**src/erxf_pkg.sv**
```systemverilog
// ----------------------------------------------------------------------------
// Receive address filter package
// Widths, codes, register indexes and shared types of the receive address
// filter and EtherType demultiplexer.
// ----------------------------------------------------------------------------
package erxf_pkg;

	// Field widths.
	localparam int MAC_W       = 48;
	localparam int TYPE_W      = 16;
	localparam int LEN_W       = 11;
	localparam int CNT_W       = 32;
	localparam int BYTE_CNT_W  = 48;
	localparam int SLOT_W      = 4;
	localparam int VERDICT_W   = 3;
	localparam int CLASS_W     = 2;
	localparam int TCOUNT_W    = 5;
	localparam int CFG_INDEX_W = 3;
	localparam int CFG_DATA_W  = 64;

	// EtherType slots packed into one 64-bit table register.
	localparam int SLOTS_PER_WORD = 4;

	// Frame geometry.
	localparam logic [LEN_W-1:0] HEADER_BYTES    = 11'd14;
	localparam logic [LEN_W-1:0] MIN_FRAME_BYTES = 11'd60;
	localparam logic [LEN_W-1:0] MAX_FRAME_BYTES = 11'd1514;

	// Type values below this are a length field.
	localparam logic [TYPE_W-1:0] LEN_TYPE_LIMIT = 16'h0600;

	// Group bit: bit 0 of the first octet.
	localparam int GROUP_BIT_POS = MAC_W - 8;

	// Depth of the queue between classifier and counter stage.
	localparam int QUEUE_DEPTH = 2;

	// Verdict codes.
	localparam logic [VERDICT_W-1:0] VERDICT_DELIVERED  = 3'd0;
	localparam logic [VERDICT_W-1:0] VERDICT_RUNT       = 3'd1;
	localparam logic [VERDICT_W-1:0] VERDICT_INVALID    = 3'd2;
	localparam logic [VERDICT_W-1:0] VERDICT_NOT_ADDR   = 3'd3;
	localparam logic [VERDICT_W-1:0] VERDICT_NO_HANDLER = 3'd4;

	// Address class codes.
	localparam logic [CLASS_W-1:0] CLASS_NONE    = 2'd0;
	localparam logic [CLASS_W-1:0] CLASS_BCAST   = 2'd1;
	localparam logic [CLASS_W-1:0] CLASS_MCAST   = 2'd2;
	localparam logic [CLASS_W-1:0] CLASS_UCAST   = 2'd3;

	// Configuration register indexes.
	localparam logic [CFG_INDEX_W-1:0] REG_STATION    = 3'd0;
	localparam logic [CFG_INDEX_W-1:0] REG_PROMISC    = 3'd1;
	localparam logic [CFG_INDEX_W-1:0] REG_TYPE_COUNT = 3'd2;
	localparam logic [CFG_INDEX_W-1:0] REG_TYPE_A     = 3'd3;
	localparam logic [CFG_INDEX_W-1:0] REG_TYPE_B     = 3'd4;
	localparam logic [CFG_INDEX_W-1:0] REG_TYPE_C     = 3'd5;
	localparam logic [CFG_INDEX_W-1:0] REG_TYPE_D     = 3'd6;

	// Filter settings seen by the classifier.
	typedef struct packed {
		logic [MAC_W-1:0]    station_addr;
		logic                promiscuous;
		logic [TCOUNT_W-1:0] type_count;
	} filt_cfg_t;

	// One classified frame as it waits for the counter stage.
	typedef struct packed {
		logic [VERDICT_W-1:0] verdict;
		logic [SLOT_W-1:0]    slot;
		logic [CLASS_W-1:0]   addr_class;
		logic [LEN_W-1:0]     frame_bytes;
	} cls_item_t;

	// Saturating increment of a 32-bit counter.
	function automatic logic [CNT_W-1:0] sat_inc(input logic [CNT_W-1:0] v);
		return (&v) ? v : v + CNT_W'(1);
	endfunction

endpackage

```
**src/erxf_front.sv**
```systemverilog
// ----------------------------------------------------------------------------
// Receive address filter classifier
// Validates one frame header summary, classes its destination address and
// looks its type up first-hit in the EtherType table.
// ----------------------------------------------------------------------------
module erxf_front import erxf_pkg::*; #(
	parameter int TYPE_SLOTS = 16
) (
	input  logic [MAC_W-1:0]  dest_mac,
	input  logic [MAC_W-1:0]  src_mac,
	input  logic [TYPE_W-1:0] type_field,
	input  logic [LEN_W-1:0]  frame_bytes,
	input  filt_cfg_t         cfg,
	input  logic [TYPE_W-1:0] type_tab [TYPE_SLOTS],
	output cls_item_t         item
);

	logic                  is_runt;
	logic                  is_invalid;
	logic                  is_bcast;
	logic                  is_mcast;
	logic                  is_dropped;
	logic [LEN_W-1:0]      body_len;
	logic [TYPE_SLOTS-1:0] hit;
	logic                  found;
	logic [SLOT_W-1:0]     found_slot;

	// Length and address validation.
	always_comb begin
		body_len    = frame_bytes - HEADER_BYTES;
		is_runt     = frame_bytes < HEADER_BYTES;
		is_invalid  = (frame_bytes < MIN_FRAME_BYTES) || (frame_bytes > MAX_FRAME_BYTES) ||
			(dest_mac == '0) || (src_mac == '0) ||
			((type_field < LEN_TYPE_LIMIT) &&
			(type_field != {{(TYPE_W-LEN_W){1'b0}}, body_len}));
	end

	// Destination address class and station match.
	always_comb begin
		is_bcast   = &dest_mac;
		is_mcast   = !is_bcast && dest_mac[GROUP_BIT_POS];
		is_dropped = !is_bcast && !is_mcast &&
			(dest_mac != cfg.station_addr) && !cfg.promiscuous;
	end

	// Parallel compare against the enabled table slots.
	always_comb begin
		for (int i = 0; i < TYPE_SLOTS; i++) begin
			hit[i] = (TCOUNT_W'(i) < cfg.type_count) && (type_tab[i] == type_field);
		end
	end

	// Lowest matching slot wins.
	always_comb begin
		found      = 1'b0;
		found_slot = '0;
		for (int i = TYPE_SLOTS - 1; i >= 0; i--) begin
			if (hit[i]) begin
				found      = 1'b1;
				found_slot = SLOT_W'(i);
			end
		end
	end

	// Assemble the classified item.
	always_comb begin
		item.frame_bytes = frame_bytes;
		item.slot        = '0;
		item.addr_class  = CLASS_NONE;
		if (is_runt) begin
			item.verdict = VERDICT_RUNT;
		end else if (is_invalid) begin
			item.verdict = VERDICT_INVALID;
		end else begin
			if (is_bcast) begin
				item.addr_class = CLASS_BCAST;
			end else if (is_mcast) begin
				item.addr_class = CLASS_MCAST;
			end else begin
				item.addr_class = CLASS_UCAST;
			end
			if (is_dropped) begin
				item.verdict = VERDICT_NOT_ADDR;
			end else if (found) begin
				item.verdict = VERDICT_DELIVERED;
				item.slot    = found_slot;
			end else begin
				item.verdict = VERDICT_NO_HANDLER;
			end
		end
	end

endmodule

```
**src/erxf_queue.sv**
```systemverilog
// ----------------------------------------------------------------------------
// Receive address filter queue
// Short first-in first-out buffer of classified frames between the
// classifier and the counter stage.
// ----------------------------------------------------------------------------
module erxf_queue import erxf_pkg::*; (
	input  logic      clk,
	input  logic      arst_n,
	input  logic      push,
	input  cls_item_t push_item,
	output logic      full,
	input  logic      pop,
	output cls_item_t pop_item,
	output logic      not_empty
);

	localparam int PTR_W = (QUEUE_DEPTH > 1) ? $clog2(QUEUE_DEPTH) : 1;
	localparam int OCC_W = $clog2(QUEUE_DEPTH + 1);
	localparam logic [PTR_W-1:0] LAST_PTR = PTR_W'(QUEUE_DEPTH - 1);
	localparam logic [OCC_W-1:0] FULL_OCC = OCC_W'(QUEUE_DEPTH);

	cls_item_t        entry_q [QUEUE_DEPTH];
	logic [PTR_W-1:0] wr_ptr_q;
	logic [PTR_W-1:0] rd_ptr_q;
	logic [OCC_W-1:0] occ_q;

	assign full      = occ_q == FULL_OCC;
	assign not_empty = occ_q != '0;
	assign pop_item  = entry_q[rd_ptr_q];

	// Entry storage.
	always_ff @(posedge clk) begin
		if (push) begin
			entry_q[wr_ptr_q] <= push_item;
		end
	end

	// Pointers and occupancy.
	always_ff @(posedge clk or negedge arst_n) begin
		if (!arst_n) begin
			wr_ptr_q <= '0;
			rd_ptr_q <= '0;
			occ_q    <= '0;
		end else begin
			if (push) begin
				wr_ptr_q <= (wr_ptr_q == LAST_PTR) ? '0 : wr_ptr_q + PTR_W'(1);
			end
			if (pop) begin
				rd_ptr_q <= (rd_ptr_q == LAST_PTR) ? '0 : rd_ptr_q + PTR_W'(1);
			end
			if (push && !pop) begin
				occ_q <= occ_q + OCC_W'(1);
			end else if (pop && !push) begin
				occ_q <= occ_q - OCC_W'(1);
			end
		end
	end

endmodule

```
**src/erxf_back.sv**
```systemverilog
// ----------------------------------------------------------------------------
// Receive address filter counter stage
// Takes classified frames from the queue, advances the saturating
// statistics counters and holds the result in the output register.
// ----------------------------------------------------------------------------
module erxf_back import erxf_pkg::*; (
	input  logic                  clk,
	input  logic                  arst_n,
	input  logic                  item_valid,
	input  cls_item_t             item,
	output logic                  item_take,
	output logic                  out_valid,
	input  logic                  out_ready,
	output logic [VERDICT_W-1:0]  verdict,
	output logic [SLOT_W-1:0]     handler_slot,
	output logic [CLASS_W-1:0]    addr_class,
	output logic [CNT_W-1:0]      rx_frames,
	output logic [BYTE_CNT_W-1:0] rx_bytes,
	output logic [CNT_W-1:0]      bcast_frames,
	output logic [CNT_W-1:0]      mcast_frames,
	output logic [CNT_W-1:0]      ucast_frames,
	output logic [CNT_W-1:0]      filtered_frames,
	output logic [CNT_W-1:0]      length_errors
);

	logic                  out_valid_q;
	logic [VERDICT_W-1:0]  verdict_q;
	logic [SLOT_W-1:0]     slot_q;
	logic [CLASS_W-1:0]    class_q;
	logic [CNT_W-1:0]      rx_frames_q;
	logic [BYTE_CNT_W-1:0] rx_bytes_q;
	logic [CNT_W-1:0]      bcast_q;
	logic [CNT_W-1:0]      mcast_q;
	logic [CNT_W-1:0]      ucast_q;
	logic [CNT_W-1:0]      dropped_q;
	logic [CNT_W-1:0]      len_err_q;
	logic                  good_frame;
	logic [BYTE_CNT_W:0]   bytes_sum;
	logic [BYTE_CNT_W-1:0] bytes_next;

	// A new item moves in when the output register is free or being drained.
	assign item_take = item_valid && (!out_valid_q || out_ready);

	// Which counters this frame moves.
	always_comb begin
		good_frame = item.verdict inside {VERDICT_DELIVERED, VERDICT_NOT_ADDR,
			VERDICT_NO_HANDLER};
	end

	// Saturating byte count.
	always_comb begin
		bytes_sum  = {1'b0, rx_bytes_q} + (BYTE_CNT_W+1)'(item.frame_bytes);
		bytes_next = bytes_sum[BYTE_CNT_W] ? '1 : bytes_sum[BYTE_CNT_W-1:0];
	end

	// Output valid flag.
	always_ff @(posedge clk or negedge arst_n) begin
		if (!arst_n) begin
			out_valid_q <= 1'b0;
		end else if (item_take) begin
			out_valid_q <= 1'b1;
		end else if (out_ready) begin
			out_valid_q <= 1'b0;
		end
	end

	// Per-frame result fields.
	always_ff @(posedge clk) begin
		if (item_take) begin
			verdict_q <= item.verdict;
			slot_q    <= item.slot;
			class_q   <= item.addr_class;
		end
	end

	// Statistics counters; they only move when a result enters the output register.
	always_ff @(posedge clk or negedge arst_n) begin
		if (!arst_n) begin
			rx_frames_q <= '0;
			rx_bytes_q  <= '0;
			bcast_q     <= '0;
			mcast_q     <= '0;
			ucast_q     <= '0;
			dropped_q   <= '0;
			len_err_q   <= '0;
		end else if (item_take) begin
			if (item.verdict == VERDICT_INVALID) begin
				len_err_q <= sat_inc(len_err_q);
			end
			if (good_frame) begin
				rx_frames_q <= sat_inc(rx_frames_q);
				rx_bytes_q  <= bytes_next;
				case (item.addr_class)
					CLASS_BCAST: bcast_q <= sat_inc(bcast_q);
					CLASS_MCAST: mcast_q <= sat_inc(mcast_q);
					CLASS_UCAST: ucast_q <= sat_inc(ucast_q);
					default: ;
				endcase
			end
			if (item.verdict == VERDICT_NOT_ADDR) begin
				dropped_q <= sat_inc(dropped_q);
			end
		end
	end

	assign out_valid       = out_valid_q;
	assign verdict         = verdict_q;
	assign handler_slot    = slot_q;
	assign addr_class      = class_q;
	assign rx_frames       = rx_frames_q;
	assign rx_bytes        = rx_bytes_q;
	assign bcast_frames    = bcast_q;
	assign mcast_frames    = mcast_q;
	assign ucast_frames    = ucast_q;
	assign filtered_frames = dropped_q;
	assign length_errors   = len_err_q;

endmodule

```
**src/eth_rx_address_filter_demux_core.sv**
```systemverilog
// ----------------------------------------------------------------------------
// Ethernet receive address filter and EtherType demultiplexer
// Top level: configuration registers, classifier, queue and counter stage.
// ----------------------------------------------------------------------------
// Usage:
// The input channel (in_valid / in_ready) carries one header summary per
// received frame: addresses, type field and total length. The output channel
// (out_valid / out_ready) returns one result per frame: verdict, matched
// table slot, address class and the statistics counters after that frame.
// A transfer on the input is classified in the same cycle and written to a
// two-entry queue; the counter stage then takes it from the queue when the
// output register is free or being drained, updates the counters and loads
// the output register, from which out_valid is driven. One frame per cycle
// is sustained while out_ready is high; the rate is set by the single
// counter update per cycle.
// When the receiver stalls, the result holds in the output register and the
// queue keeps taking frames until it is full, then in_ready falls.
// The configuration port writes a register when cfg_we is high; a write to
// an index beyond the list is ignored. The user must make writes only while
// idle; the block does not enforce this. Reset clears all configuration
// registers, the EtherType table and the counters; no clearing pass is needed.
// ----------------------------------------------------------------------------
module eth_rx_address_filter_demux_core import erxf_pkg::*; #(
	parameter int TYPE_SLOTS = 16
) (
	input  logic                   clk,
	input  logic                   arst_n,
	input  logic                   cfg_we,
	input  logic [CFG_INDEX_W-1:0] cfg_index,
	input  logic [CFG_DATA_W-1:0]  cfg_data,
	input  logic                   in_valid,
	output logic                   in_ready,
	input  logic [MAC_W-1:0]       dest_mac,
	input  logic [MAC_W-1:0]       src_mac,
	input  logic [TYPE_W-1:0]      type_field,
	input  logic [LEN_W-1:0]       frame_bytes,
	output logic                   out_valid,
	input  logic                   out_ready,
	output logic [VERDICT_W-1:0]   verdict,
	output logic [SLOT_W-1:0]      handler_slot,
	output logic [CLASS_W-1:0]     addr_class,
	output logic [CNT_W-1:0]       rx_frames,
	output logic [BYTE_CNT_W-1:0]  rx_bytes,
	output logic [CNT_W-1:0]       bcast_frames,
	output logic [CNT_W-1:0]       mcast_frames,
	output logic [CNT_W-1:0]       ucast_frames,
	output logic [CNT_W-1:0]       filtered_frames,
	output logic [CNT_W-1:0]       length_errors
);

	filt_cfg_t         cfg_q;
	logic [TYPE_W-1:0] type_tab_q [TYPE_SLOTS];
	cls_item_t         front_item;
	cls_item_t         queue_item;
	logic              queue_full;
	logic              queue_valid;
	logic              queue_pop;
	logic              push;

	// Scalar configuration registers.
	always_ff @(posedge clk or negedge arst_n) begin
		if (!arst_n) begin
			cfg_q <= '0;
		end else if (cfg_we) begin
			case (cfg_index)
				REG_STATION:    cfg_q.station_addr <= cfg_data[MAC_W-1:0];
				REG_PROMISC:    cfg_q.promiscuous  <= cfg_data[0];
				REG_TYPE_COUNT: cfg_q.type_count   <= cfg_data[TCOUNT_W-1:0];
				default: ;
			endcase
		end
	end

	// EtherType table: each 64-bit table register holds four slots.
	always_ff @(posedge clk or negedge arst_n) begin
		if (!arst_n) begin
			for (int s = 0; s < TYPE_SLOTS; s++) begin
				type_tab_q[s] <= '0;
			end
		end else if (cfg_we) begin
			for (int s = 0; s < TYPE_SLOTS; s++) begin
				if (cfg_index == REG_TYPE_A + CFG_INDEX_W'(s / SLOTS_PER_WORD)) begin
					type_tab_q[s] <= cfg_data[(s % SLOTS_PER_WORD) * TYPE_W +: TYPE_W];
				end
			end
		end
	end

	// Input handshake: a frame is written to the queue on each transfer.
	assign in_ready = !queue_full;
	assign push     = in_valid && in_ready;

	erxf_front #(
		.TYPE_SLOTS (TYPE_SLOTS)
	) u_front (
		.dest_mac    (dest_mac),
		.src_mac     (src_mac),
		.type_field  (type_field),
		.frame_bytes (frame_bytes),
		.cfg         (cfg_q),
		.type_tab    (type_tab_q),
		.item        (front_item)
	);

	erxf_queue u_queue (
		.clk       (clk),
		.arst_n    (arst_n),
		.push      (push),
		.push_item (front_item),
		.full      (queue_full),
		.pop       (queue_pop),
		.pop_item  (queue_item),
		.not_empty (queue_valid)
	);

	erxf_back u_back (
		.clk             (clk),
		.arst_n          (arst_n),
		.item_valid      (queue_valid),
		.item            (queue_item),
		.item_take       (queue_pop),
		.out_valid       (out_valid),
		.out_ready       (out_ready),
		.verdict         (verdict),
		.handler_slot    (handler_slot),
		.addr_class      (addr_class),
		.rx_frames       (rx_frames),
		.rx_bytes        (rx_bytes),
		.bcast_frames    (bcast_frames),
		.mcast_frames    (mcast_frames),
		.ucast_frames    (ucast_frames),
		.filtered_frames (filtered_frames),
		.length_errors   (length_errors)
	);

endmodule
```
**config.mk**
```make
export PLATFORM = sky130hd
export DESIGN_NAME = eth_rx_address_filter_demux_core
export DESIGN_NICKNAME = d
export VERILOG_FILES = /design/src/erxf_pkg.sv /design/src/erxf_front.sv /design/src/erxf_queue.sv /design/src/erxf_back.sv /design/src/eth_rx_address_filter_demux_core.sv
export SDC_FILE = /design/constraint.sdc
export NUM_CORES = 1
export LEC_CHECK = 0
export BUFFER_PORTS_ARGS = -buffer_cell sky130_fd_sc_hd__buf_4
export CAP_MARGIN = 20
export CORE_ASPECT_RATIO = 0.7
export CORE_MARGIN = 1.5
export CORE_UTILIZATION = 31
export CTS_CLUSTER_DIAMETER = 50
export DETAILED_ROUTE_END_ITERATION = 7
export PLACE_DENSITY_LB_ADDON = 0.05
export REMOVE_ABC_BUFFERS = 1
export SKIP_CTS_REPAIR_TIMING = 1
export SLEW_MARGIN = 10
export SYNTH_ARGS = -nofsm -noshare
export SYNTH_HDL_FRONTEND = slang
export SYNTH_SLANG_ARGS = --single-unit
export TNS_END_PERCENT = 1
```
**constraint.sdc**
```tcl
create_clock -name clk -period 3.5 [get_ports clk]
set_clock_uncertainty 0.1 [all_clocks]
set_input_delay 0.175 -clock clk [delete_from_list [all_inputs] [get_ports clk]]
set_output_delay 0.175 -clock clk [all_outputs]
set_load 0.03 [all_outputs]
```
Yosys cells after proc, flatten, opt, wreduce, memory -nomap -nowiden
Memory sizes are Yosys's and may differ from the RTL's.
Cells that the tools add are included.
{ "totals": {"regBits": 564, "ram_bits": 40, "input_bits": 195, "wordCells": 220, "mem_count": 1} }
{ "classes": {"addsub": 12, "order_cmp": 20, "n_eq_ne": 31, "mux": 51, "bitwise_logic": 6, "reduce_logical": 66} }
{ "memory_table": {"columns": ["name", "words", "width", "rd", "rd_clocked_by_memory_dff", "write_ports", "line_no", "text"], "rows": [
  ["u_queue.entry_q", 2, 20, 1, 0, 1, "erxf_queue.sv:22", "cls_item_t entry_q [QUEUE_DEPTH];"]
]} }
{ "op_table": {"columns": ["op", "count"], "rows": [
  ["16-bit equality test", 16],
  ["32-bit by 1-bit adder with 32-bit output, second input constant", 6],
  ["32-bit AND reduction", 6],
  ["48-bit zero test", 2],
  ["4-bit two-way mux", 18],
  ["48-bit by 11-bit adder with 49-bit output", 1],
  ["48-bit two-way mux", 1],
  ["48-bit != test", 1],
  ["48-bit AND reduction", 1],
  ["4-bit by 5-bit less-than comparator with 1-bit output, first input constant", 8],
  ["1-bit logical AND", 25],
  ["1-bit two-way mux", 23],
  ["3-bit by 5-bit less-than comparator with 1-bit output, first input constant", 4],
  ["16-bit by 11-bit less-than comparator with 1-bit output, second input constant", 1],
  ["16-bit by 11-bit != test with 1-bit output", 1],
  ["2-bit AND reduction", 8],
  ["3-bit by 2-bit equality test with 1-bit output, second input constant", 4],
  ["3-bit equality test, second input constant", 4],
  ["3-bit two-way mux", 4],
  ["6-bit two-way mux", 2],
  ["4-bit AND reduction", 3],
  ["11-bit greater-than comparator, second input constant", 1],
  ["11-bit by 4-bit less-than comparator with 1-bit output, second input constant", 1],
  ["11-bit by 6-bit less-than comparator with 1-bit output, second input constant", 1],
  ["17 further kinds", 44]
]} }

Longest topological paths before layout
{ "logic_depth": {"word_depth": 22, "ltp_mapped": 14, "depth_no_buf": 12} }

Modules after synthesis
A second synthesis with hierarchy kept.
{ "unflattened": {"hier_cells": 2529, "hier_area_um2": 30573.1} }
{ "by_module_without_submodules": {"columns": ["module", "instances", "cells_per_inst", "area_per_inst_um2", "seq_area_each_um2"], "rows": [
  ["erxf_back", 1, 1165, 12291.8, 6301.0],
  ["eth_rx_address_filter_demux_core", 1, 662, 11921.4, 7757.4],
  ["erxf_front", 1, 624, 4650.7, 0.0],
  ["erxf_queue", 1, 78, 1709.1, 1301.2]
]} }

Least setup slack after synthesis
OpenSTA, ideal clock, no wires.
{ "synth_path": {"path_type": "reg2reg", "from": "register u_queue.rd_ptr_q", "to": "register u_back.rx_bytes_q[28], in the netlist u_back.rx_bytes[28]", "setup_ns": 0.125, "arrival_ns": 3.334, "t_required_ns": 3.275, "slack_ns": -0.059, "stages_incl_launch_ff": 13, "path_buffers": 2, "period_less_slack_ns": 3.559, "cell_sequence": "dfrtp_1 -> buf_2 -> buf_1 -> mux2_2 -> ha_1 -> o21a_1 -> o21a_1 -> nor2_1 -> a211o_1 -> a31o_2 -> nor4_1 -> nand3_1 -> mux2_2"} }
{ "synth_via": {"elab_chain_cells": 4} }
{ "synth_lines": {"columns": ["item", "line_no", "text"], "rows": [
  ["from (decl)", "erxf_queue.sv:24", "logic [PTR_W-1:0] rd_ptr_q;"],
  ["from (signal assigned)", "erxf_queue.sv:49", "rd_ptr_q <= (rd_ptr_q == LAST_PTR) ? '0 : rd_ptr_q + PTR_W'(1);"],
  ["memory read 2 x 20 bit *", null, null],
  ["parallel branches: the longest is 3 deep, another holds 48-bit by 11-bit adder with 49-bit output", null, null],
  ["to (signal assigned)", "erxf_back.sv:92", "rx_bytes_q <= bytes_next;"],
  ["to (decl)", "erxf_back.sv:31", "logic [BYTE_CNT_W-1:0] rx_bytes_q;"]
]} }
Every way passes the cells marked *.
A chain may end at the register's enable or synchronous reset.

Worst setup path in the final report
{ "layout_path": {"from": "register u_queue.rd_ptr_q", "to": "register u_back.rx_bytes_q[44], in the netlist u_back.rx_bytes[44]"} }
The elaborated chain is that of the path after synthesis.

==> results.py <==
metrics = {
    "pwr": {
        "netSwitchingFraction_pct": 31.3,
        "switching_power_mw": 7.22,
        "ir_drop_v": 0.000306,
        "p_leak_nw": 16.5,
        "power_frac_clock_pct": 36.2,
        "pwr-share-seq_pct": 40.0,
        "finalPower_mw": 23.1,
        "powerDensity_mw_per_mm2": 609,
        "p_int_mw": 15.9,
        "p_comb_share_pct": 23.8,
    },
    "sta": {
        "clock.fmax_ghz": 0.307,
        "rsz0062_at_grt": "no",
        "worst_slew_pin_slew_ns": 1.06,
        "setup_viol": 0,
        "fin_crit_ns": 3.25,
        "min_period_over_period_pct": 93.0,
        "fin_tns_setup_ns": 0,
        "relSlewSlack_pct": 29.4,
        "maxSlewViolCount": 0,
        "hold_slack_ns": 0.0163,
        "hold_violations": 0,
    },
    "floorplan": {
        "initial_utilization_pct": 31.2,
        "die_w_um": 370,
        "dieHeight_um": 260,
        "io_pins": 446,
        "placementRows": 94,
        "dieArea_mm2": 0.0964,
        "core_area_mm2": 0.0939,
    },
    "grt": {
        "grt_pass1_vias": 21000,
        "grt_max_degree": 92,
        "grt_usage_pct": 19.6,
        "grt_pass1_wl_um": 141000,
        "grt-ovfl-total": 0,
        "antenna_found_initial": 9,
    },
    "logic_synthesis": {
        "ys.flop_type": "dfrtp_1",
        "syn_area_per_cell_um2": 12.0,
        "netlist.area_leader.share_pct": 47.4,
        "synth_top_area_cell": "dfrtp_1",
        "synth_edf_count": 49,
        "ys_types": 73,
        "seq_area_frac_synth_pct": 52.4,
        "ys_warn_count": 0,
        "synth.most_common_cell": "dfrtp_1",
        "syn_inst": 2432,
        "ys_ff_latch": 604,
        "synth_common_cells": "555 x dfrtp_1, 345 x xnor2_1, 334 x mux2_2",
        "synthTopCellsByArea": "dfrtp_1 47%, mux2_2 13%, xnor2_1 10%, xor2_1 5.8%, edfxtp_1 5.0%",
        "syn_area_mm2": 0.0293,
        "synthArstFlopShare_pct": 91.9,
    },
    "clocking": {
        "cts_buffer_depth": 3,
        "cts_buffers": 77,
        "clkSlewWorstSetupHoldPaths_ns": 0.06,
        "htree_levels": 3,
        "cts_tree": "built",
        "insertion_delay_ns": 0.65,
        "root_buffer": "clkbuf_16",
        "clkSinkCount": 604,
    },
    "critical_path": {
        "worstPathArrival_ns": 3.69,
        "cp_slowest_cell": "a311oi_2",
        "start_kind": "register",
        "crit_path_cell_trace": "buf_4 -> mux2_2 -> ha_1 -> nor2b_1 -> o21a_1 -> o21ai_1 -> a211o_1 -> a311oi_2 -> buf_4 -> and3_1 -> nand3_1 -> o21a_1",
        "cp_data_required_time_ns": 3.94,
        "crit_path_end_kind": "register",
        "crit_type": "register to register",
        "path_buf_inv": 2,
        "path_delay_family": "compound AO/OA/AOI/OAI gates",
        "max_stage_delay_ns": 0.43,
        "path_max_fanout": 10,
    },
    "layout": {
        "area_growth_pct": 29.6,
        "final_util_pct": 40.4,
        "drive_gt1_share_pct": 32.7,
        "seqCellArea_mm2": 0.0154,
        "multi_input_area_mm2": 0.0134,
        "fillCellCount": 9143,
        "final_nets": 3232,
    },
    "placed_design": {
        "portBuffers": 445,
        "dp_hpwl_um": 69100,
        "gp_congestion": 0.854,
    },
    "job": {
        "max-cap-violations": 0,
    },
    "detailed_routing": {
        "post-route-drc-count": 0,
        "drt_pre_antenna_iters": 7,
        "vias": 21100,
        "drt-initial-drc-count": 1264,
        "routedWlPerCell_um": 22.1,
        "ant_nets": 0,
        "viasPerCell": 4.87,
        "wl_um": 95700,
    },
    "status": {
        "status": "complete, no violations",
    },
    "hold_path": {
        "hold_class": "primary input to register",
    },
}
## power by group through the flow
stage	combinational (mW)	sequential [mW]	clock, mW
5_1_grt	6.00	9.39	8.93
4_1_cts	5.49	9.25	8.61
3_5_place_dp	5.46	9.37	0
3_3_place_gp	5.41	9.34	0
2_1_floorplan	2.99	9.60	0
6_report	5.51	9.24	8.36
## sequential cells by signal, indices dropped and copies added, names as in the netlist, 4 cells and up
name / count
u_back.ucast_frames: 32
u_back.length_errors: 32
u_back.bcast_frames: 32
u_back.handler_slot: 4
u_queue.entry_q: 40
u_back.rx_frames: 32
u_back.mcast_frames: 32
u_back.rx_bytes: 48
cfg_q: 54
u_back.filtered_frames: 32
type_tab_q: 256
## layer usage
| layer | wire length (um) | up-vias | GRT usage, % |
|---|---|---|---|
| met3 | 3940 | 135 | 3.36 |
| met1 | 47200 | 10700 | 29.2 |
| met5 | 0 | - | 0 |
| met4 | 2090 | 0 | 4.88 |
| li1 | - | 9837 | - |
| met2 | 42500 | 442 | 29.2 |
## layout by cell type (no fill, tap or decap), types with 11 or more instances in the layout
cell type        n
clkinv_2        12
dfrtp_1        555
o21ai_0         24
dlygate4sd3_1   82
buf_4          503
xnor2_1        345
xor2_1         193
nand4_1        128
nor4_1          75
nand2_1        138
and4_1          22
clkbuf_16       80
nor2_1          73
clkbuf_1        11
ha_1            20
and2_1          16
a21oi_1         28
nor3_1          32
or3_1           11
inv_1           36
and3_1          39
mux2_2         334
edfxtp_1        49
nand3_1         97
## logic make-up (layout without fill, tap and decap cells)
logic type | Yosys count | count (layout) | synth area share (%)
compound gates | 117 | 117 | 2.78
xor+xnor | 538 | 538 | 16.1
fa+ha+maj | 21 | 21 | 0.923
buf+inv | 125 | 771 | 1.79
flops | 604 | 604 | 52.4
mux | 336 | 336 | 12.9
other cells | 0 | 5 | 0
simple gates | 691 | 691 | 13.1
## metrics by stage
stage | instances | setup slack (ns) | cell area (um2)
after floorplan | 2343 | -1.95 | 28900
after global placement | 4102 | 0.196 | 34400
after detailed placement | 4102 | 0.193 | 34400
after CTS | 4243 | 0.184 | 37100
after global routing | 4329 | 0.0267 | 37900
final | 4331 | 0.246 | 38000
## final timing paths
check | start | end | slack (ns) | depth (start not counted)
worst max register to register | u_queue.rd_ptr_q | u_back.rx_bytes[44] | 0.25 | 12
worst min-delay path | cfg_index[2] | cfg_q[5] | 0.02 | 4
max in group asynchronous | arst_n | type_tab_q[72] | 2.23 | 3
worst max-delay path | u_queue.rd_ptr_q | u_back.rx_bytes[44] | 0.25 | 12
worst min register to register | u_back.filtered_frames[6] | u_back.filtered_frames[6] | 0.39 | 1
min in group asynchronous | arst_n | u_back.ucast_frames[10] | 0.09 | 2
## cell type report
type	count	share of cell area (%)
Clock buffer	101	5.75
Timing Repair Buffer	594	12.6
Antenna cell	5	0.0330
Sequential cell	604	40.5
Tap cell	1248	4.11
Inverter	36	0.356
Multi-Input combinational cell	1703	35.4
Clock inverter	40	1.29
## worst min-delay path, cell delays in order
cell and delay (ns):
buf_4 0.10, nand2b_1 0.16, nor3b_1 0.08, mux2_2 0.21
Power figures use the tool's default switching activity.
